**src/rtl/waveform_generator_rc_filter_unit_assert.svh**
```systemverilog
// ----------------------------------------------------------------------------
// Assertion macros for the waveform generator with RC low-pass
// Expect clk_i and rst_ni in scope wherever these are used.
// ----------------------------------------------------------------------------
`ifndef WAVEFORM_GENERATOR_RC_FILTER_UNIT_ASSERT_SVH
`define WAVEFORM_GENERATOR_RC_FILTER_UNIT_ASSERT_SVH

// Consequent holds in the same cycle as the antecedent
`define WGRC_ASSERT_NOW(name, ante, cons, msg) \
  name: assert property (@(posedge clk_i) disable iff (!rst_ni) (ante) |-> (cons)) \
    else $error(msg);

// Consequent holds in the cycle after the antecedent
`define WGRC_ASSERT_NEXT(name, ante, cons, msg) \
  name: assert property (@(posedge clk_i) disable iff (!rst_ni) (ante) |=> (cons)) \
    else $error(msg);

`endif

```
**src/rtl/wgrc_pkg.sv**
```systemverilog
`timescale 1ns / 1ps
// ----------------------------------------------------------------------------
// wgrc_pkg
// Shared types, constants and helper functions of the waveform generator.
// ----------------------------------------------------------------------------
package wgrc_pkg;

  // Defaults of the top-level parameters
  localparam int unsigned PHASE_BITS_DEF      = 32;
  localparam int unsigned SINE_TABLE_BITS_DEF = 10;

  // Fixed widths
  localparam int unsigned SAMPLE_BITS = 16;
  localparam int unsigned FRAC_W      = 32;   // phase fraction seen by the shaper
  localparam int unsigned CFG_IDX_W   = 3;
  localparam int unsigned CFG_DATA_W  = 32;
  localparam int unsigned ROM_W       = 16;
  localparam int unsigned MUL_A_W     = 33;
  localparam int unsigned MUL_B_W     = 25;
  localparam int unsigned MUL_P_W     = MUL_A_W + MUL_B_W;
  localparam int unsigned RAW_W       = 28;   // unsaturated source and cap sums
  localparam int unsigned OPB_W       = 24;

  // Half and full period on a 33-bit scale
  localparam logic [FRAC_W:0] HALF_T = 33'h0_8000_0000;
  localparam logic [FRAC_W:0] FULL_T = 33'h1_0000_0000;

  typedef logic signed [SAMPLE_BITS-1:0] sample_t;

  typedef enum logic [2:0] {
    WAVE_CONST = 3'd0,
    WAVE_SINE  = 3'd1,
    WAVE_TRI   = 3'd2,
    WAVE_SAW   = 3'd3,
    WAVE_HALF  = 3'd4,
    WAVE_RECT  = 3'd5,
    WAVE_TRAP  = 3'd6
  } wave_e;

  typedef enum logic [CFG_IDX_W-1:0] {
    CFG_WAVEFORM   = 3'd0,
    CFG_AMPLITUDE  = 3'd1,
    CFG_PHASE_INC  = 3'd2,
    CFG_EDGE_PHASE = 3'd3,
    CFG_RAMP_GAIN  = 3'd4,
    CFG_EDGE_SLOPE = 3'd5,
    CFG_RC_COEFF   = 3'd6
  } cfg_idx_e;

  // How the source product is shaped into a sample
  typedef enum logic [3:0] {
    POST_ZERO,
    POST_POS_A,
    POST_NEG_A,
    POST_SINE_POS,
    POST_SINE_NEG,
    POST_TRI_RISE,
    POST_TRI_FALL,
    POST_SAW_RISE,
    POST_EDGE_FALL,
    POST_EDGE_RISE,
    POST_EDGE_NEG
  } post_e;

  typedef enum logic [2:0] {
    ST_IDLE,
    ST_MUL,
    ST_SRC,
    ST_FMUL,
    ST_CAP
  } state_e;

  typedef struct packed {
    logic in_ready;
    logic load;
    logic src_en;
    logic cap_en;
  } ctrl_t;

  // Register reset values
  localparam logic [2:0]  WAVEFORM_RST   = WAVE_SINE;
  localparam logic [14:0] AMPLITUDE_RST  = 15'd16384;
  localparam logic [31:0] PHASE_INC_RST  = 32'd42949673;
  localparam logic [30:0] EDGE_PHASE_RST = 31'd0;
  localparam logic [17:0] RAMP_GAIN_RST  = 18'd65536;
  localparam logic [23:0] EDGE_SLOPE_RST = 24'd1000000;
  localparam logic [15:0] RC_COEFF_RST   = 16'd655;

  localparam logic signed [RAW_W-1:0] SAT_MAX = RAW_W'((64'd1 << (SAMPLE_BITS - 1)) - 64'd1);
  localparam logic signed [RAW_W-1:0] SAT_MIN = -SAT_MAX - RAW_W'(1);

  // Series coefficients of sin(pi/2 * x), Horner order, Q30
  localparam logic [63:0] SINE_COEF [5] = '{
    64'd172273, 64'd5026994, 64'd85569306, 64'd693598668, 64'd1686629713
  };

  // Clamp to the signed sample range
  function automatic sample_t sat_sample(logic signed [RAW_W-1:0] v);
    sample_t r;
    if (v > SAT_MAX) begin
      r = SAT_MAX[SAMPLE_BITS-1:0];
    end else if (v < SAT_MIN) begin
      r = SAT_MIN[SAMPLE_BITS-1:0];
    end else begin
      r = v[SAMPLE_BITS-1:0];
    end
    return r;
  endfunction

  // One quarter-wave table entry in Q15, evaluated at elaboration
  function automatic logic [ROM_W-1:0] sine_entry(int unsigned k, int unsigned tbits);
    logic [63:0] x;
    logic [63:0] x2;
    logic [63:0] s;
    logic [63:0] y;
    logic [63:0] q;
    x  = 64'(k) << (30 - tbits);
    x2 = (x * x) >> 30;
    s  = SINE_COEF[0];
    for (int i = 1; i < 5; i++) begin
      s = SINE_COEF[i] - ((x2 * s) >> 30);
    end
    y = (x * s) >> 30;
    q = (y + 64'd16384) >> 15;
    if (q > 64'd32768) begin
      q = 64'd32768;
    end
    return q[ROM_W-1:0];
  endfunction

endpackage

```
**src/rtl/wgrc_mul.sv**
```systemverilog
`timescale 1ns / 1ps
// ----------------------------------------------------------------------------
// wgrc_mul
// Shared signed multiplier with a registered product.
// ----------------------------------------------------------------------------
module wgrc_mul (
  input  logic                                 clk_i,
  input  logic signed [wgrc_pkg::MUL_A_W-1:0]  a_i,
  input  logic signed [wgrc_pkg::MUL_B_W-1:0]  b_i,
  output logic signed [wgrc_pkg::MUL_P_W-1:0]  p_o
);

  logic signed [wgrc_pkg::MUL_P_W-1:0] p_q;

  // Register the full product
  always_ff @(posedge clk_i) begin
    p_q <= wgrc_pkg::MUL_P_W'(a_i) * wgrc_pkg::MUL_P_W'(b_i);
  end

  assign p_o = p_q;

endmodule

```
**config.mk**
```make
export PLATFORM = sky130hd
export DESIGN_NAME = wgrc_mul
export DESIGN_NICKNAME = d
export VERILOG_FILES = /design/src/rtl/waveform_generator_rc_filter_unit_assert.svh /design/src/rtl/wgrc_pkg.sv /design/src/rtl/wgrc_mul.sv
export SDC_FILE = /design/constraint.sdc
export NUM_CORES = 2
export LEC_CHECK = 0
export ABC_AREA = 1
export BUFFER_PORTS_ARGS = -buffer_cell sky130_fd_sc_hd__buf_2
export CORE_MARGIN = 10
export CORE_UTILIZATION = 35
export DETAILED_ROUTE_END_ITERATION = 12
export PLACE_DENSITY = 0.61
export SYNTH_ARGS = -nofsm -noshare
export SYNTH_HDL_FRONTEND = slang
export SYNTH_SLANG_ARGS = --single-unit
```
**constraint.sdc**
```tcl
create_clock -name clk_i -period 22.8 [get_ports clk_i]
set_input_delay 4.56 -clock clk_i [delete_from_list [all_inputs] [get_ports clk_i]]
set_output_delay 4.56 -clock clk_i [all_outputs]
set_load 0.05 [all_outputs]
```
# After elaboration in Yosys (flattened, before gate mapping)
# Cells that the tools add are included.
classes:
  eq_ne: 0
  order_cmp: 0
  shifts: 0
  n_div: 0
  multipliers: 1
  mux: 0
  n_reduce_logical: 0
  n_addsub: 0
  bitwise_logic: 0
op_table:
  columns: ["cell", "count"]
  rows:
  - ["$mul 33x25->58", 1]
word_totals:
  register_bits: 58
  rom_bits: 0
  latchBits: 0
  inputBits: 59
  n_memories: 0
  word_cells: 2
  mem_bits_rw: 0
  out_inout_bits: 58

# Logic depth before layout (Yosys ltp)
logic_depth:
  depth_word: 1
  depth_mapped: 31
  mapped_depth_nobuf: 29

# Worst setup path before layout
# Ideal clock, no wire load.
synth_timing:
  path_kind: "input-to-reg"
  from: "input port a_i[32] (netlist name)"
  to: "register p_q, in the netlist p_o[57]"
  arrival_time_ns: 10.556
  setup_ns: 0.113
  path_slack_ns: 12.130
  required_ns: 22.687
  stages: 23
  path_buffers: 2
  path_cell_list: "clkbuf_1 -> clkbuf_1 -> nand2_1 -> inv_1 -> fa_1 -> fa_1 -> inv_1 -> fa_1 -> inv_1 -> fa_1 -> fa_1 -> fa_1 -> fa_1 -> ha_1 -> nand2_1 -> nor2_1 -> nand2_1 -> nor4_1 -> nand2_1 -> nand2_1 -> nor2_1 -> nand2_1 -> nand2_1"
synth_between:
  elab_chain_len: 1
synth_lines:
  columns: ["element", "line_no", "rtl"]
  rows:
  - ["start, declared", "wgrc_mul.sv:8", "input logic signed [wgrc_pkg::MUL_A_W-1:0] a_i,"]
  - ["$mul 33x25->58", "wgrc_mul.sv:17", "p_q <= wgrc_pkg::MUL_P_W'(a_i) * wgrc_pkg::MUL_P_W'(b_i);"]
  - ["end signal, assigned", "wgrc_mul.sv:17", null]
  - ["end, declared", "wgrc_mul.sv:13", "logic signed [wgrc_pkg::MUL_P_W-1:0] p_q;"]
# No other way between the ends.

# Final worst setup path
layout_timing:
  from: "input port b_i[1] (netlist name)"
  to: "register p_q, in the netlist p_o[52]"
layout_between:
  elab_chain_len: 1
layout_lines:
  columns: ["element", "line_no", "rtl"]
  rows:
  - ["start, declared", "wgrc_mul.sv:9", "input logic signed [wgrc_pkg::MUL_B_W-1:0] b_i,"]
  - ["$mul 33x25->58", "wgrc_mul.sv:17", null]
# No other way between the ends.

==> flow_summary.rst <==
.. list-table::
   :header-rows: 1

   * - Metric
     - Value
   * - Die Footprint
     - around 110000 um2
   * - Post-synthesis sequential element count
     - 58
   * - First-pass iteration count of the detailed router
     - 5
   * - Hold Vio Cnt, Final
     - 0
   * - Antenna violations before repair
     - 7
   * - Clock Root Buffer
     - clkbuf_16
   * - Worst setup EP type
     - flip-flop
   * - Highest clock rate
     - 88.5 MHz
   * - Height of the chip
     - 324 um
   * - Max-cap violations
     - 0
   * - Clock tree from TritonCTS
     - yes
   * - Adder and majority gate portion of the synthesized area
     - between 50 and 60%
   * - Worst-margin pin slew
     - 0.999 ns
   * - Sum of net half-perimeters after detailed placement
     - 78500 um
   * - Global-route wire length before repair
     - between 150000 and 200000 um
   * - Shortest clock period the worst path allows after layout
     - 11.30 ns
   * - Buffers added on ports
     - 116
   * - Critical Path Source Type
     - input port
   * - Initial core utilization
     - between 30% and 40%
   * - DRC
     - 0
   * - Gate count after technology mapping
     - 4215
   * - Setup repair after global routing missed its margin
     - no
   * - Vias after detailed routing
     - 24900
   * - Total of fill cells in the finished design
     - 9566
   * - Post-cts resize count
     - 0
   * - Post-Route Setup TNS
     - 0 ns
   * - Post-synth net total
     - roughly 5300
   * - Detailed Route WL
     - 92200 um
   * - Clock Tree Buf Depth
     - 2
   * - Max reg flops
     - between 50 and 60
   * - Horiz. Die Dim
     - 324 um
   * - Storage cell area
     - between 1000 and 1500 um2
   * - Number of nets in the layout
     - around 5200
   * - Post-synthesis to final-layout area growth
     - 5.59%
   * - Fraction of the cycle the final worst path needs
     - 49.6%
   * - CTS H-tree lvls
     - 3
   * - I/O pin cnt
     - between 100 and 150
   * - Outcome
     - completed
   * - Number of distinct library cell variants in the gate-level netlist after synthesis
     - 34
   * - Count of hold buffers inserted by post-cts repair
     - 0
   * - Post-Synthesis Cell Area
     - 32400 um2
   * - Crit Path Category
     - input port to flip-flop
   * - Total setup buffers inserted after CTS
     - 0
   * - Summed area of non-filler cells in the final layout
     - 34300 um2
   * - Worst hold path endpoint
     - p_o[0]
   * - Total global-route track usage
     - ~18%
   * - XOR/XNOR share of the synthesized area
     - 0.972%
   * - Number of global-route vias before repair
     - 27000
   * - Standard-cell rows
     - 111
   * - Placed cell areas
     - 33900 um2
   * - Number of CTS-inserted buffers
     - 9
   * - Compound-cell area share of the yosys netlist
     - ~1.4%
   * - Proportion of synthesized chip area in sequential cells
     - under 10%
   * - TritonCTS Sinks
     - 58
   * - Share of synthesized cell area in and, or, nand and nor gates
     - 17.8%
   * - Slew Viols, Final
     - 0
   * - Last weighted congestion value of the routability-driven placer
     - 0.946
   * - Slew HR
     - 33.2%
   * - Arrival time of the worst setup path
     - 11.55 ns
   * - Hold WC Path Type
     - input port to flip-flop
   * - Proportion of synthesized area in mux cells
     - 0%
   * - Post-synth top flop
     - dfxtp_1
   * - Post-detailed-route count of antenna-violating nets
     - 0
   * - Reg clk slew, reported paths
     - 0.08 ns
   * - Dominant combinational cell family by area after synthesis
     - adder cells
   * - Origin of the worst min-delay path
     - a_i[0]
   * - Average detailed-routed wire length per instance
     - around 17 um
   * - Post-Syn Area per Cell
     - roughly 7.7 um2
   * - YS warnings
     - 0
   * - Proportion of synthesized flip-flops having asynchronous set or reset
     - 0%
   * - Data required time of the worst path
     - between 20 and 25 ns
   * - Total grt overflow
     - 0
   * - Max Fanout on Critical Path
     - 33
   * - Share of cells above drive strength 1
     - 4.45%
   * - DR vias/cell
     - 4.60
   * - Core region area
     - 91800 um2
   * - Maximum number of pins on one net before global-route repair
     - 34
   * - Area of the multi-input gates
     - between 20000 and 30000 um2
   * - Hold-critical path depth
     - 4
   * - Number of endpoints failing setup at the final stage
     - 0
   * - Count of flip-flops with a built-in enable after synthesis
     - 0
   * - Initial DRC Count
     - 1896
[cells in the final DEF (no fill, tap or decap), types with 9 or more instances in the layout]
master        n
buf_2       116
nor2_1      114
inv_1      1374
nor2_2       12
o21bai_1     11
nor3_1       10
clkbuf_16     9
a21oi_1      50
xor2_1       31
nand2_1    1218
ha_1        157
fa_1        842
buf_4        12
o21ai_0      16
nand4_1      18
dfxtp_1      58
nand3_1      62
[final cells by class]
| type | count | area share, % |
|---|---|---|
| clock inverters | 7 | 0.296 |
| multi-input cells | 2581 | 74.0 |
| flip-flops and latches | 58 | 3.39 |
| repair buffers | 128 | 1.96 |
| clock buffers | 9 | 0.657 |
| diodes | 2 | 0.0146 |
| inverters | 1378 | 15.1 |
| well taps | 1243 | 4.54 |
[cell families (layout without fill, tap and decap cells)]
| logic type | Yosys count | in the layout |
|---|---|---|
| xor+xnor | 36 | 36 |
| other cells | 0 | 2 |
| compound gates | 82 | 82 |
| simple gates | 1464 | 1464 |
| flops | 58 | 58 |
| fa+ha+maj | 999 | 999 |
| buf+inv | 1576 | 1522 |
[worst max-delay path, stage by stage]
cell and delay (ns):
buf_2 0.51, nand2_1 0.18, inv_1 0.17, fa_1 0.54, fa_1 0.66, inv_1 0.21
fa_1 0.88, inv_1 0.26, fa_1 0.46, fa_1 0.52, fa_1 0.56, fa_1 0.42
ha_1 0.39, a21oi_1 0.31, o21ai_0 0.19, a21oi_1 0.20, nand2_1 0.08, a21oi_1 0.23
nand2_1 0.08, nand2_1 0.06, nand2_1 0.04
[cell usage after synthesis (2+ instances only)]
cell | number | area [um2]
inv_1 | 1374 | 5160
nand2_1 | 1218 | 4570
fa_1 | 842 | 16900
clkbuf_1 | 194 | 728
ha_1 | 157 | 1960
nor2_1 | 114 | 428
nand3_1 | 62 | 310
dfxtp_1 | 58 | 1160
a21oi_1 | 50 | 250
xor2_1 | 31 | 272
nand4_1 | 18 | 113
o21ai_0 | 16 | 80.1
nor2_2 | 12 | 75.1
o21bai_1 | 11 | 82.6
nor3_1 | 10 | 50.1
nand2_2 | 8 | 50.1
or2_2 | 7 | 43.8
xnor2_1 | 5 | 43.8
buf_1 | 4 | 15.0
nor2_4 | 4 | 45.0
inv_2 | 3 | 11.3
nand3_2 | 3 | 30.0
nand3b_1 | 2 | 15.0
nor3_2 | 2 | 20.0
[stage by stage]
step                      std cells  setup WS (ns)  util (%)  hold slack, ns
after global placement         5388          11.18      37.0            5.03
final                          5406          11.50      37.3            4.73
after floorplan                4215          12.13         -            4.84
after CTS                      5404          11.52      37.3            4.73
after detailed placement       5388          11.12      37.0            5.03
after global routing           5406          11.07      37.3            4.77
[metal layers]
metal / part of all wire (%) / track usage, % / wire length, um / vias to the layer above
met5: 0.014 / 0 / 13 / -
met4: 2.0 / 3.82 / 1800 / 2
met3: 5.3 / 1.82 / 4840 / 110
met2: 51 / 31.9 / 47300 / 736
met1: 41 / 23.2 / 38200 / 12700
li1: - / - / - / 11300
[worst max-delay path by stage]
stage,start,end,cells after the start
4_1_cts,b_i[1],p_o[52],21
3_5_place_dp,b_i[1],p_o[52],21
2_1_floorplan,a_i[32],p_o[57],23
5_1_grt,b_i[1],p_o[49],20
6_report,b_i[1],p_o[52],21
3_3_place_gp,b_i[1],p_o[52],21
Power is left out: the tool's default activity adds up to more than one toggle a clock period on the data nets, which glitch-free logic cannot reach.
