[src/rtl/waveform_generator_rc_filter_unit_assert.svh]
// ----------------------------------------------------------------------------
// Assertion macros for the waveform generator with RC low-pass
// Expect clk_i and rst_ni in scope wherever these are used.
// ----------------------------------------------------------------------------
`ifndef WAVEFORM_GENERATOR_RC_FILTER_UNIT_ASSERT_SVH
`define WAVEFORM_GENERATOR_RC_FILTER_UNIT_ASSERT_SVH

// Consequent holds in the same cycle as the antecedent
`define WGRC_ASSERT_NOW(name, ante, cons, msg) \
  name: assert property (@(posedge clk_i) disable iff (!rst_ni) (ante) |-> (cons)) \
    else $error(msg);

// Consequent holds in the cycle after the antecedent
`define WGRC_ASSERT_NEXT(name, ante, cons, msg) \
  name: assert property (@(posedge clk_i) disable iff (!rst_ni) (ante) |=> (cons)) \
    else $error(msg);

`endif

[src/rtl/wgrc_pkg.sv]
`timescale 1ns / 1ps
// ----------------------------------------------------------------------------
// wgrc_pkg
// Shared types, constants and helper functions of the waveform generator.
// ----------------------------------------------------------------------------
package wgrc_pkg;

  // Defaults of the top-level parameters
  localparam int unsigned PHASE_BITS_DEF      = 32;
  localparam int unsigned SINE_TABLE_BITS_DEF = 10;

  // Fixed widths
  localparam int unsigned SAMPLE_BITS = 16;
  localparam int unsigned FRAC_W      = 32;   // phase fraction seen by the shaper
  localparam int unsigned CFG_IDX_W   = 3;
  localparam int unsigned CFG_DATA_W  = 32;
  localparam int unsigned ROM_W       = 16;
  localparam int unsigned MUL_A_W     = 33;
  localparam int unsigned MUL_B_W     = 25;
  localparam int unsigned MUL_P_W     = MUL_A_W + MUL_B_W;
  localparam int unsigned RAW_W       = 28;   // unsaturated source and cap sums
  localparam int unsigned OPB_W       = 24;

  // Half and full period on a 33-bit scale
  localparam logic [FRAC_W:0] HALF_T = 33'h0_8000_0000;
  localparam logic [FRAC_W:0] FULL_T = 33'h1_0000_0000;

  typedef logic signed [SAMPLE_BITS-1:0] sample_t;

  typedef enum logic [2:0] {
    WAVE_CONST = 3'd0,
    WAVE_SINE  = 3'd1,
    WAVE_TRI   = 3'd2,
    WAVE_SAW   = 3'd3,
    WAVE_HALF  = 3'd4,
    WAVE_RECT  = 3'd5,
    WAVE_TRAP  = 3'd6
  } wave_e;

  typedef enum logic [CFG_IDX_W-1:0] {
    CFG_WAVEFORM   = 3'd0,
    CFG_AMPLITUDE  = 3'd1,
    CFG_PHASE_INC  = 3'd2,
    CFG_EDGE_PHASE = 3'd3,
    CFG_RAMP_GAIN  = 3'd4,
    CFG_EDGE_SLOPE = 3'd5,
    CFG_RC_COEFF   = 3'd6
  } cfg_idx_e;

  // How the source product is shaped into a sample
  typedef enum logic [3:0] {
    POST_ZERO,
    POST_POS_A,
    POST_NEG_A,
    POST_SINE_POS,
    POST_SINE_NEG,
    POST_TRI_RISE,
    POST_TRI_FALL,
    POST_SAW_RISE,
    POST_EDGE_FALL,
    POST_EDGE_RISE,
    POST_EDGE_NEG
  } post_e;

  typedef enum logic [2:0] {
    ST_IDLE,
    ST_MUL,
    ST_SRC,
    ST_FMUL,
    ST_CAP
  } state_e;

  typedef struct packed {
    logic in_ready;
    logic load;
    logic src_en;
    logic cap_en;
  } ctrl_t;

  // Register reset values
  localparam logic [2:0]  WAVEFORM_RST   = WAVE_SINE;
  localparam logic [14:0] AMPLITUDE_RST  = 15'd16384;
  localparam logic [31:0] PHASE_INC_RST  = 32'd42949673;
  localparam logic [30:0] EDGE_PHASE_RST = 31'd0;
  localparam logic [17:0] RAMP_GAIN_RST  = 18'd65536;
  localparam logic [23:0] EDGE_SLOPE_RST = 24'd1000000;
  localparam logic [15:0] RC_COEFF_RST   = 16'd655;

  localparam logic signed [RAW_W-1:0] SAT_MAX = RAW_W'((64'd1 << (SAMPLE_BITS - 1)) - 64'd1);
  localparam logic signed [RAW_W-1:0] SAT_MIN = -SAT_MAX - RAW_W'(1);

  // Series coefficients of sin(pi/2 * x), Horner order, Q30
  localparam logic [63:0] SINE_COEF [5] = '{
    64'd172273, 64'd5026994, 64'd85569306, 64'd693598668, 64'd1686629713
  };

  // Clamp to the signed sample range
  function automatic sample_t sat_sample(logic signed [RAW_W-1:0] v);
    sample_t r;
    if (v > SAT_MAX) begin
      r = SAT_MAX[SAMPLE_BITS-1:0];
    end else if (v < SAT_MIN) begin
      r = SAT_MIN[SAMPLE_BITS-1:0];
    end else begin
      r = v[SAMPLE_BITS-1:0];
    end
    return r;
  endfunction

  // One quarter-wave table entry in Q15, evaluated at elaboration
  function automatic logic [ROM_W-1:0] sine_entry(int unsigned k, int unsigned tbits);
    logic [63:0] x;
    logic [63:0] x2;
    logic [63:0] s;
    logic [63:0] y;
    logic [63:0] q;
    x  = 64'(k) << (30 - tbits);
    x2 = (x * x) >> 30;
    s  = SINE_COEF[0];
    for (int i = 1; i < 5; i++) begin
      s = SINE_COEF[i] - ((x2 * s) >> 30);
    end
    y = (x * s) >> 30;
    q = (y + 64'd16384) >> 15;
    if (q > 64'd32768) begin
      q = 64'd32768;
    end
    return q[ROM_W-1:0];
  endfunction

endpackage

[src/rtl/wgrc_ctrl.sv]
`timescale 1ns / 1ps
// ----------------------------------------------------------------------------
// wgrc_ctrl
// Step sequencer: source multiply, shaping, filter multiply, capacitor update.
// ----------------------------------------------------------------------------
module wgrc_ctrl (
  input  logic            clk_i,
  input  logic            rst_ni,
  input  logic            in_valid_i,
  input  logic            out_busy_i,
  output wgrc_pkg::ctrl_t ctrl_o
);

  wgrc_pkg::state_e state_q, state_d;

  // State register
  always_ff @(posedge clk_i or negedge rst_ni) begin
    if (!rst_ni) begin
      state_q <= wgrc_pkg::ST_IDLE;
    end else begin
      state_q <= state_d;
    end
  end

  // Next state
  always_comb begin
    state_d = state_q;
    case (state_q)
      wgrc_pkg::ST_IDLE: begin
        if (in_valid_i) state_d = wgrc_pkg::ST_MUL;
      end
      wgrc_pkg::ST_MUL:  state_d = wgrc_pkg::ST_SRC;
      wgrc_pkg::ST_SRC:  state_d = wgrc_pkg::ST_FMUL;
      wgrc_pkg::ST_FMUL: state_d = wgrc_pkg::ST_CAP;
      wgrc_pkg::ST_CAP: begin
        // hold until the output register has room
        if (!out_busy_i) state_d = wgrc_pkg::ST_IDLE;
      end
      default: state_d = wgrc_pkg::ST_IDLE;
    endcase
  end

  // Control outputs
  always_comb begin
    ctrl_o          = '0;
    ctrl_o.in_ready = (state_q == wgrc_pkg::ST_IDLE);
    ctrl_o.load     = (state_q == wgrc_pkg::ST_IDLE) && in_valid_i;
    ctrl_o.src_en   = (state_q == wgrc_pkg::ST_SRC);
    ctrl_o.cap_en   = (state_q == wgrc_pkg::ST_CAP) && !out_busy_i;
  end

endmodule

[config.mk]
export PLATFORM = sky130hd
export DESIGN_NAME = wgrc_ctrl
export DESIGN_NICKNAME = d
export VERILOG_FILES = /design/src/rtl/waveform_generator_rc_filter_unit_assert.svh /design/src/rtl/wgrc_pkg.sv /design/src/rtl/wgrc_ctrl.sv
export SDC_FILE = /design/constraint.sdc
export NUM_CORES = 1
export LEC_CHECK = 0
export BUFFER_PORTS_ARGS = -buffer_cell sky130_fd_sc_hd__buf_2
export CORE_AREA = 8 8 45 47
export DETAILED_ROUTE_END_ITERATION = 16
export DIE_AREA = 0 0 53 55
export GPL_TIMING_DRIVEN = 0
export PLACE_DENSITY = 0.33
export SETUP_SLACK_MARGIN = 0.05
export SYNTH_ARGS = -nofsm -noshare
export SYNTH_HDL_FRONTEND = slang
export SYNTH_SLANG_ARGS = --single-unit
[constraint.sdc]
create_clock -name clk_i -period 1 [get_ports clk_i]
set_input_delay 0 -clock clk_i [delete_from_list [all_inputs] [get_ports clk_i]]
set_output_delay 0 -clock clk_i [all_outputs]
set_load 0.1 [all_outputs]
* Word-level counts from Yosys, hierarchy flattened
Cells that the tools add are included.
** Operators by class
- $lt $le $gt $ge :: 0
- Bitwise gates (word level) :: 0
- Multiplexer cells :: 3
- Add/subtract/negate cells :: 0
- Shifts and indexed selects :: 0
- Multipliers :: 0
- Reductions and logical operators :: 5
- Div/mod/pow operators :: 0
- Eq/ne operators :: 6
** Operators by type and width (number)
- case mux 3 bit (5 select lines) :: 1
- equality test 3 x 2 -> 1 bit (second input constant) :: 2
- two-way mux 3 bit :: 2
- inequality test 2 bit (second input constant) :: 2
- equality test 3 x 1 -> 1 bit (second input constant) :: 1
- equality test 3 bit (second input constant) :: 1
- zero test 3 bit :: 1
- logical AND 1 bit :: 2
- AND reduction 2 bit :: 1
- zero test 1 bit :: 1
** Word-level totals
- Latch bits :: 0
- Flip-flop bits (word level) :: 3
- Output and inout port bits :: 4
- Memory bits (writable) :: 0
- Memories kept :: 0
- Bits in read-only memories :: 0
- Logic and storage cells :: 15

* Longest topological paths before layout
Gate-level depths: netlist of the first run.
- Depth after elaboration :: 3
- Depth in mapped cells :: 3
- Gate-level depth less buffers :: 2

* Worst setup path before layout of the first run
No wires, ideal clock.
- Kind :: register to output
- Start point :: register state_q[0]
- End point :: output ctrl_o[0] (netlist name)
- Data required time :: 1.000 ns
- Path slack :: -2.629 ns
- Cell stages (with the launch flop) :: 3
- Buffers on the path :: 1
- Data arrival time :: 3.629 ns
- Path through :: dfrtp_1 > clkbuf_2 > nor4b_1
** RTL lines
- start, declared :: line wgrc_ctrl.sv:14 : wgrc_pkg::state_e state_q, state_d;
- start signal, assigned :: line wgrc_ctrl.sv:19 : state_q <= wgrc_pkg::ST_IDLE;
- start signal, assigned :: line wgrc_ctrl.sv:21 : state_q <= state_d;
- end, declared :: line wgrc_ctrl.sv:11 : output wgrc_pkg::ctrl_t ctrl_o

==> results of run 1 <==
==> worst paths after layout <==
kind	startpoint	to	slack, ps
max in group asynchronous	rst_ni	state_q[2]	790
worst min-delay path	in_valid_i	state_q[0]	40
min in group asynchronous	rst_ni	state_q[1]	90
worst max-delay path	state_q[1]	ctrl_o[0]	-230
worst min register to register	state_q[0]	state_q[2]	650
worst max register to register	state_q[2]	state_q[2]	-80
==> metal layers <==
| metal | track usage, % | wire length [um] |
|---|---|---|
| met3 | 0.802 | 1 |
| met1 | 3.66 | 179 |
| met4 | 6.47 | 19 |
| met2 | 8.79 | 327 |
| met5 | 0 | 0 |
==> cell type report <==
type	count	area, um^2	share of cell area (%)
flip-flops and latches	3	77.6	19.0
well taps	16	20.0	4.89
clock buffers	4	26.3	6.42
plain buffers	1	15.0	3.67
multi-input cells	11	123	30.0
repair buffers	15	148	36.1
==> repair_timing <==
action                                 CTS  global route
endpoints found under the hold margin    3             0
setup buffers                            6             1
setup endpoints to repair                4             7
hold buffers                             1             0
pin swaps                                3             0
resized for setup                       16             6
==> cell families (layout without fill, tap and decap cells) <==
group                     after synthesis  in the layout  share of synthesized area [%]
xor gates and xnor gates                1              1                           5.69
buffers and inverters                   1             20                           3.25
DFF                                     3              3                           48.8
and+or+nand+nor                         9              9                           39.0
AOI/OAI and AO/OA                       1              1                           3.25
==> metrics by stage <==
step                      hold WS [ps]  cell area, um^2
after global placement            -204              246
after detailed placement          -203              246
after CTS                         44.0              377
after floorplan                   -296              191
after global routing              38.0              409
final                             43.5              409
==> cell usage after synthesis (all sizes together) <==
cell type,count
nand2,1
nand4bb,1
dfrtp,3
nor4b,1
xnor2,1
nor2,2
nor3b,1
and2,1
o21ai,1
clkbuf,1
nor3,2
==> tightest hold or removal path, delay by kind of cell <==
kind / cells / cell delay, ps
buf+inv: 1 / 120
simple gates: 2 / 110
==> qor.txt, run 1 <==
clock transition at the registers of the reported paths = 40 ps
total of fill cells in the finished design = 148
Core Region = 1380 um^2
Maximum Capacitance Violations = 0
total via count in the routed design = 184
Critical Path End Type = output port
Register-to-Register Path Depth = 5
clock insertion delay at the later pin of the skew report = 230 ps
count of antenna-violating nets left after detailed routing = 0
Die Footprint = 2920 um^2
Fmax = 812 MHz
fraction of post-synthesis cell area in the top cell type by area = 48.8%
unrepaired setup endpoints after global routing = true
Yosys reg bits = 3
maximum number of buffers from clock root to sink = 2
number of ports placed on the die boundary = 8
slack of the critical path = -232 ps
Final Core Density = 29.6%
Final #Nets = 39
Setup Viol. Count Final = 7
Hold WC Path Type = input port to flip-flop
CTS buffer count = 3
Yosys cell types = 12
site row count = 14
cell total after placement = 38
flip-flop count of the largest register, all copies and words added = 3
Top Registers = state_q: 3 flops
instance count of the mapped netlist = 15
maximum number of pins on one net before global-route repair = 7
final period demand of the worst path = 1230 ps
antenna diode count = 0
buffers and inverters on the worst path = 1
post-route fraction of the period consumed by the critical path = 123%
final wirelength = 526 um
all-layer global routing usage = 4.76%
vias per inst = 3.68
initial core utilization = 11.1%
status = finished, violations left
number of remaining DRC errors = 0
antenna violations before repair = 0
Routed wire per std cell = 10.5 um
critical path's top delay family = flip-flops
setup TNS = -1010 ps
Setup CP Type = flip-flop to output port
vertical die dimension = 55 um
Data arrival, critical path = 1230 ps
violations in the final reports = setup timing
H-tree lvl count = 1
sequential element share of the synthesized area = 48.8%
cell area after synthesis = 154 um^2
commonest non-fill, non-tap cell in the layout = sky130_fd_sc_hd__buf_4
most flop-heavy register = state_q
layout-stage area growth over the synthesis result = 166%
Initial DRT Pass Iterations = 2
Place WS = -261 ps
Fin. Hold Viols = 0
DR iter-0 viols = 3
number of cells on the critical path = 2
average size of a mapped cell = 10.3 um^2
cell with the largest stage delay on the worst path = sky130_fd_sc_hd__dfrtp_2
Worst path max stage delay = 440 ps
Max Transition Viols Final = 0
layout cells sized above 1 = 79.4%
via count of the first global-routing pass = 225
net count after synthesis = 19
final HPWL from detailed placement = 324 um
PortBufs = 7
first-pass GRT wire length = 945 um
transition at the pin with the smallest max-transition slack = 205 ps
final cell count without fillers = 50
clock skew after layout = 1.97 ps
post-synthesis cell type with the largest combined area = sky130_fd_sc_hd__dfrtp_1
width of the die = 53 um
overflow left after global routing = 0
category of the worst setup path launch point = flip-flop
clk sinks = 3
headroom to the max-slew limit = 86.3%
number of warnings printed during yosys synthesis = 0
CP cell instances = nor4b_4 > buf_6
clock tree root driver cell = sky130_fd_sc_hd__clkbuf_4
required time at the worst-slack endpoint = 1000 ps
top library cells by usage in the layout, fill and taps aside = sky130_fd_sc_hd__buf_4 (5), sky130_fd_sc_hd__buf_6 (4), sky130_fd_sc_hd__clkbuf_4 (3), sky130_fd_sc_hd__buf_2 (3)
Cells on Worst Hold Path = 3
most area-consuming cells after synthesis = sky130_fd_sc_hd__dfrtp_1 (49%), sky130_fd_sc_hd__nand4bb_1 (7.3%), sky130_fd_sc_hd__nor3_2 (6.5%), sky130_fd_sc_hd__nor4b_1 (5.7%), sky130_fd_sc_hd__xnor2_1 (5.7%)
placer's final routability congestion estimate = 0.663
CTS tree = built
Crit Path Max Fanout = 4
Power of run 1 is left out: the tool's default activity adds up to more than one toggle a clock period on the data nets, which glitch-free logic cannot reach.
==> run 2: changes to the inputs <==
- CTS_BUF_LIST: unset -> sky130_fd_sc_hd__clkbuf_2 sky130_fd_sc_hd__clkbuf_4 sky130_fd_sc_hd__clkbuf_8
- SETUP_SLACK_MARGIN: 0.05 -> unset
==> run 2 against run 1 <==
The run still ends with setup timing left. Clock skew about the same. Core utilization increased by 0.27 points. Via count unchanged. Non-clock buffer count unchanged. Worst hold slack improved by 5.1 ps. Sequential share of layout area decreased by 0.17 points. Design area increased by 0.92%.
==> qor.txt, run 2 (synthesized netlist as in run 1, its figures left out) <==
flip-flop count of the largest register, all copies and words added = 3
cell area after placement = 246 um^2
reg-to-reg slack, setup = -80 ps
Die Footprint = 2920 um^2
required time at the worst-slack endpoint = 1000 ps
width of the die = 53 um
Min-Delay Startpoint = in_valid_i
Maximum Capacitance Violations = 0
Cells on Worst Hold Path = 3
CTS buffer count = 3
site row count = 14
clock tree root driver cell = sky130_fd_sc_hd__clkbuf_4
commonest non-fill, non-tap cell in the layout = sky130_fd_sc_hd__buf_4
Hold WC Path Type = input port to flip-flop
number of ports placed on the die boundary = 8
via count of the first global-routing pass = 226
Final #Nets = 39
post-route fraction of the period consumed by the critical path = 123%
antenna violations before repair = 0
layout cells sized above 1 = 82.4%
Setup CP Type = flip-flop to output port
maximum number of pins on one net before global-route repair = 7
final HPWL from detailed placement = 324 um
all-layer global routing usage = 4.76%
transition at the pin with the smallest max-transition slack = 205 ps
H-tree lvl count = 1
clock insertion delay at the later pin of the skew report = 230 ps
Fin. Hold Viols = 0
Register-to-Register Path Depth = 5
overflow left after global routing = 0
total of fill cells in the finished design = 146
final wirelength = 526 um
vias per inst = 3.68
clock skew after layout = 1.89 ps
number of remaining DRC errors = 0
first-pass GRT wire length = 945 um
clock transition at the registers of the reported paths = 40 ps
Core Region = 1380 um^2
clk sinks = 3
Max Transition Viols Final = 0
status = finished, violations left
post-route standard cell area excluding fillers = 413 um^2
count of antenna-violating nets left after detailed routing = 0
headroom to the max-slew limit = 86.3%
Data arrival, critical path = 1230 ps
initial core utilization = 11.1%
unrepaired setup endpoints after global routing = true
most flop-heavy register = state_q
endpoint of the worst-slack reg-to-reg timing path = state_q[2]
Initial DRT Pass Iterations = 2
antenna diode count = 0
CTS tree = built
placer's final routability congestion estimate = 0.663
DR iter-0 viols = 1
Crit Path Max Fanout = 4
total via count in the routed design = 184
Fmax = 812 MHz
Routed wire per std cell = 10.5 um
Critical R2R Launch = state_q[2]
Top Registers = state_q: 3 flops
Setup Viol. Count Final = 7
top library cells by usage in the layout, fill and taps aside = sky130_fd_sc_hd__buf_4 (5), sky130_fd_sc_hd__clkbuf_4 (4), sky130_fd_sc_hd__buf_6 (4), sky130_fd_sc_hd__buf_2 (3)
Critical Path End Type = output port
layout-stage area growth over the synthesis result = 168%
maximum number of buffers from clock root to sink = 2
slack of the critical path = -232 ps
PortBufs = 7
category of the worst setup path launch point = flip-flop
violations in the final reports = setup timing
vertical die dimension = 55 um
final period demand of the worst path = 1230 ps
worst-case hold path end point = state_q[0]
run 2: worst max path at each step:
stage	to	cells after the start	slack, ps	from
final	ctrl_o[0]	2	-230	state_q[1]
after global routing	ctrl_o[2]	3	-280	state_q[2]
after CTS	ctrl_o[0]	2	-250	state_q[1]
after detailed placement	ctrl_o[2]	3	-260	state_q[2]
after global placement	ctrl_o[2]	3	-260	state_q[2]
after floorplan	ctrl_o[2]	3	-800	state_q[0]
run 2: metal layers:
metal / vias up / global-route usage (%) / wire length [um]
li1: 89 / - / -
met1: 90 / 3.66 / 180
met2: 3 / 8.79 / 325
met3: 2 / 0.802 / 1
met4: 0 / 6.47 / 19
met5: - / 0 / 0
run 2: layout make-up:
type | count | area, um^2 | share of cell area [%]
plain buffers | 1 | 15.0 | 3.64
well taps | 16 | 20.0 | 4.85
repair buffers | 15 | 148 | 35.8
clock buffers | 4 | 30.0 | 7.27
flip-flops and latches | 3 | 77.6 | 18.8
multi-input cells | 11 | 123 | 29.7
run 2: worst max-delay path: stages (launching register included):
cell                      delay (ps)
sky130_fd_sc_hd__dfrtp_2         440
sky130_fd_sc_hd__nor4b_4         290
sky130_fd_sc_hd__buf_6           260
run 2: what timing repair did:
item / 4_1_cts / 5_1_grt
setup buffers: 6 / 1
endpoints found under the setup margin: 4 / 7
resized for setup: 16 / 6
hold buffers: 1 / 0
pin swaps: 3 / 1
endpoints found under the hold margin: 3 / 0
run 2: per-stage QoR:
| stage | util (%) | hold WS [ps] | cells | setup TNS (ps) | setup WS, ps |
|---|---|---|---|---|---|
| 2_1_floorplan | - | -296 | 15 | -2460 | -805 |
| 3_3_place_gp | 17.8 | -204 | 38 | -815 | -261 |
| 3_5_place_dp | 17.8 | -203 | 38 | -819 | -261 |
| 4_1_cts | 27.5 | 43.2 | 49 | -915 | -246 |
| 5_1_grt | 29.8 | 47.7 | 50 | -1270 | -282 |
| 6_report | 29.8 | 48.5 | 50 | -940 | -232 |
Power of run 2 is left out for the same reason.
==> run 3: changes to the inputs <==
- CTS_BUF_LIST: sky130_fd_sc_hd__clkbuf_2 sky130_fd_sc_hd__clkbuf_4 sky130_fd_sc_hd__clkbuf_8 -> unset
==> run 3 against run 2 <==
The flow still finishes with violations (setup timing). Flip-flop and latch count is the same. Worst hold slack is essentially flat. Register-to-register slack is essentially flat. Final cell count is the same. Sequential share of layout area grew 0.17 points. Clock skew is essentially flat. Maximum frequency is essentially flat. Clock-buffer cell count is the same. First-iteration DRC count grew 100%. Global-route usage is the same. Setup slack is essentially flat. Critical path depth is the same. Critical path type unchanged. Critical endpoint unchanged.
==> qor.txt, run 3 (synthesized netlist as in run 1, its figures left out) <==
status = finished, violations left
violations in the final reports = setup timing
Final #Nets = 39
layout-stage area growth over the synthesis result = 166%
category of the worst setup path launch point = flip-flop
Data arrival, critical path = 1230 ps
Max Transition Viols Final = 0
layout cells sized above 1 = 79.4%
CTS tree = built
number of ports placed on the die boundary = 8
clk sinks = 3
worst-case hold path end point = state_q[0]
DR iter-0 viols = 2
final HPWL from detailed placement = 324 um
site row count = 14
H-tree lvl count = 1
Maximum Capacitance Violations = 0
maximum number of pins on one net before global-route repair = 7
antenna diode count = 0
Setup CP Type = flip-flop to output port
Fmax = 812 MHz
initial core utilization = 11.1%
Min-Delay Startpoint = in_valid_i
slack of the critical path = -232 ps
Fin. Hold Viols = 0
commonest non-fill, non-tap cell in the layout = sky130_fd_sc_hd__buf_4
Critical R2R Launch = state_q[2]
overflow left after global routing = 0
Setup Viol. Count Final = 7
Routed wire per std cell = 10.5 um
required time at the worst-slack endpoint = 1000 ps
reg-to-reg slack, setup = -80 ps
clock skew after layout = 1.96 ps
endpoint of the worst-slack reg-to-reg timing path = state_q[2]
clock insertion delay at the later pin of the skew report = 230 ps
all-layer global routing usage = 4.76%
total via count in the routed design = 184
flip-flop count of the largest register, all copies and words added = 3
final period demand of the worst path = 1230 ps
transition at the pin with the smallest max-transition slack = 205 ps
top library cells by usage in the layout, fill and taps aside = sky130_fd_sc_hd__buf_4 (5), sky130_fd_sc_hd__buf_6 (4), sky130_fd_sc_hd__clkbuf_4 (3), sky130_fd_sc_hd__buf_2 (3)
via count of the first global-routing pass = 225
Critical Path End Type = output port
count of antenna-violating nets left after detailed routing = 0
post-route fraction of the period consumed by the critical path = 123%
Cells on Worst Hold Path = 3
final wirelength = 524 um
Final Core Density = 29.6%
unrepaired setup endpoints after global routing = true
headroom to the max-slew limit = 86.3%
Crit Path Max Fanout = 4
number of remaining DRC errors = 0
Worst Hold Slack = 48.7 ps
Hold WC Path Type = input port to flip-flop
Initial DRT Pass Iterations = 2
Die Footprint = 2920 um^2
first-pass GRT wire length = 945 um
clock transition at the registers of the reported paths = 40 ps
width of the die = 53 um
vias per inst = 3.68
Top Registers = state_q: 3 flops
CTS buffer count = 3
antenna violations before repair = 0
maximum number of buffers from clock root to sink = 2
vertical die dimension = 55 um
total of fill cells in the finished design = 148
most flop-heavy register = state_q
Core Region = 1380 um^2
PortBufs = 7
placer's final routability congestion estimate = 0.663
Register-to-Register Path Depth = 5
clock tree root driver cell = sky130_fd_sc_hd__clkbuf_4
run 3: layout make-up:
| type | count | area, um^2 | share of cell area (%) |
|---|---|---|---|
| repair buffers | 15 | 148 | 36.1 |
| flip-flops and latches | 3 | 77.6 | 19.0 |
| well taps | 16 | 20.0 | 4.89 |
| plain buffers | 1 | 15.0 | 3.67 |
| multi-input cells | 11 | 123 | 30.0 |
| clock buffers | 4 | 26.3 | 6.42 |
run 3: how the worst max path moves through the flow:
stage	slack, ps	from	end	cells past startpoint
after global routing	-280	state_q[2]	ctrl_o[2]	3
after floorplan	-800	state_q[0]	ctrl_o[2]	3
after detailed placement	-260	state_q[2]	ctrl_o[2]	3
after CTS	-250	state_q[1]	ctrl_o[0]	2
after global placement	-260	state_q[2]	ctrl_o[2]	3
final	-230	state_q[1]	ctrl_o[0]	2
run 3: per-layer routing:
| layer | track usage [%] | vias up | share of wire [%] |
|---|---|---|---|
| met5 | 0 | - | 0 |
| li1 | - | 89 | - |
| met3 | 0.802 | 2 | 0.19 |
| met4 | 6.47 | 0 | 3.6 |
| met1 | 3.66 | 90 | 34 |
| met2 | 8.79 | 3 | 62 |
run 3: what timing repair did:
item,in CTS,in global routing
setup buffers,6,1
pin swaps,3,1
setup endpoints to repair,4,7
hold buffers,1,0
resized for setup,16,6
endpoints found under the hold margin,3,0
run 3: per-stage QoR:
step / instances / setup TNS, ps / instance area, um^2 / setup WS, ps
after floorplan: 15 / -2460 / 191 / -805
after global placement: 38 / -815 / 246 / -261
after detailed placement: 38 / -819 / 246 / -261
after CTS: 49 / -915 / 377 / -246
after global routing: 50 / -1270 / 409 / -282
final: 50 / -940 / 409 / -232
run 3: critical path: stages (launching register included):
cell                      delay [ps]
sky130_fd_sc_hd__dfrtp_2         440
sky130_fd_sc_hd__nor4b_4         290
sky130_fd_sc_hd__buf_6           260
Power of run 3 is left out for the same reason.
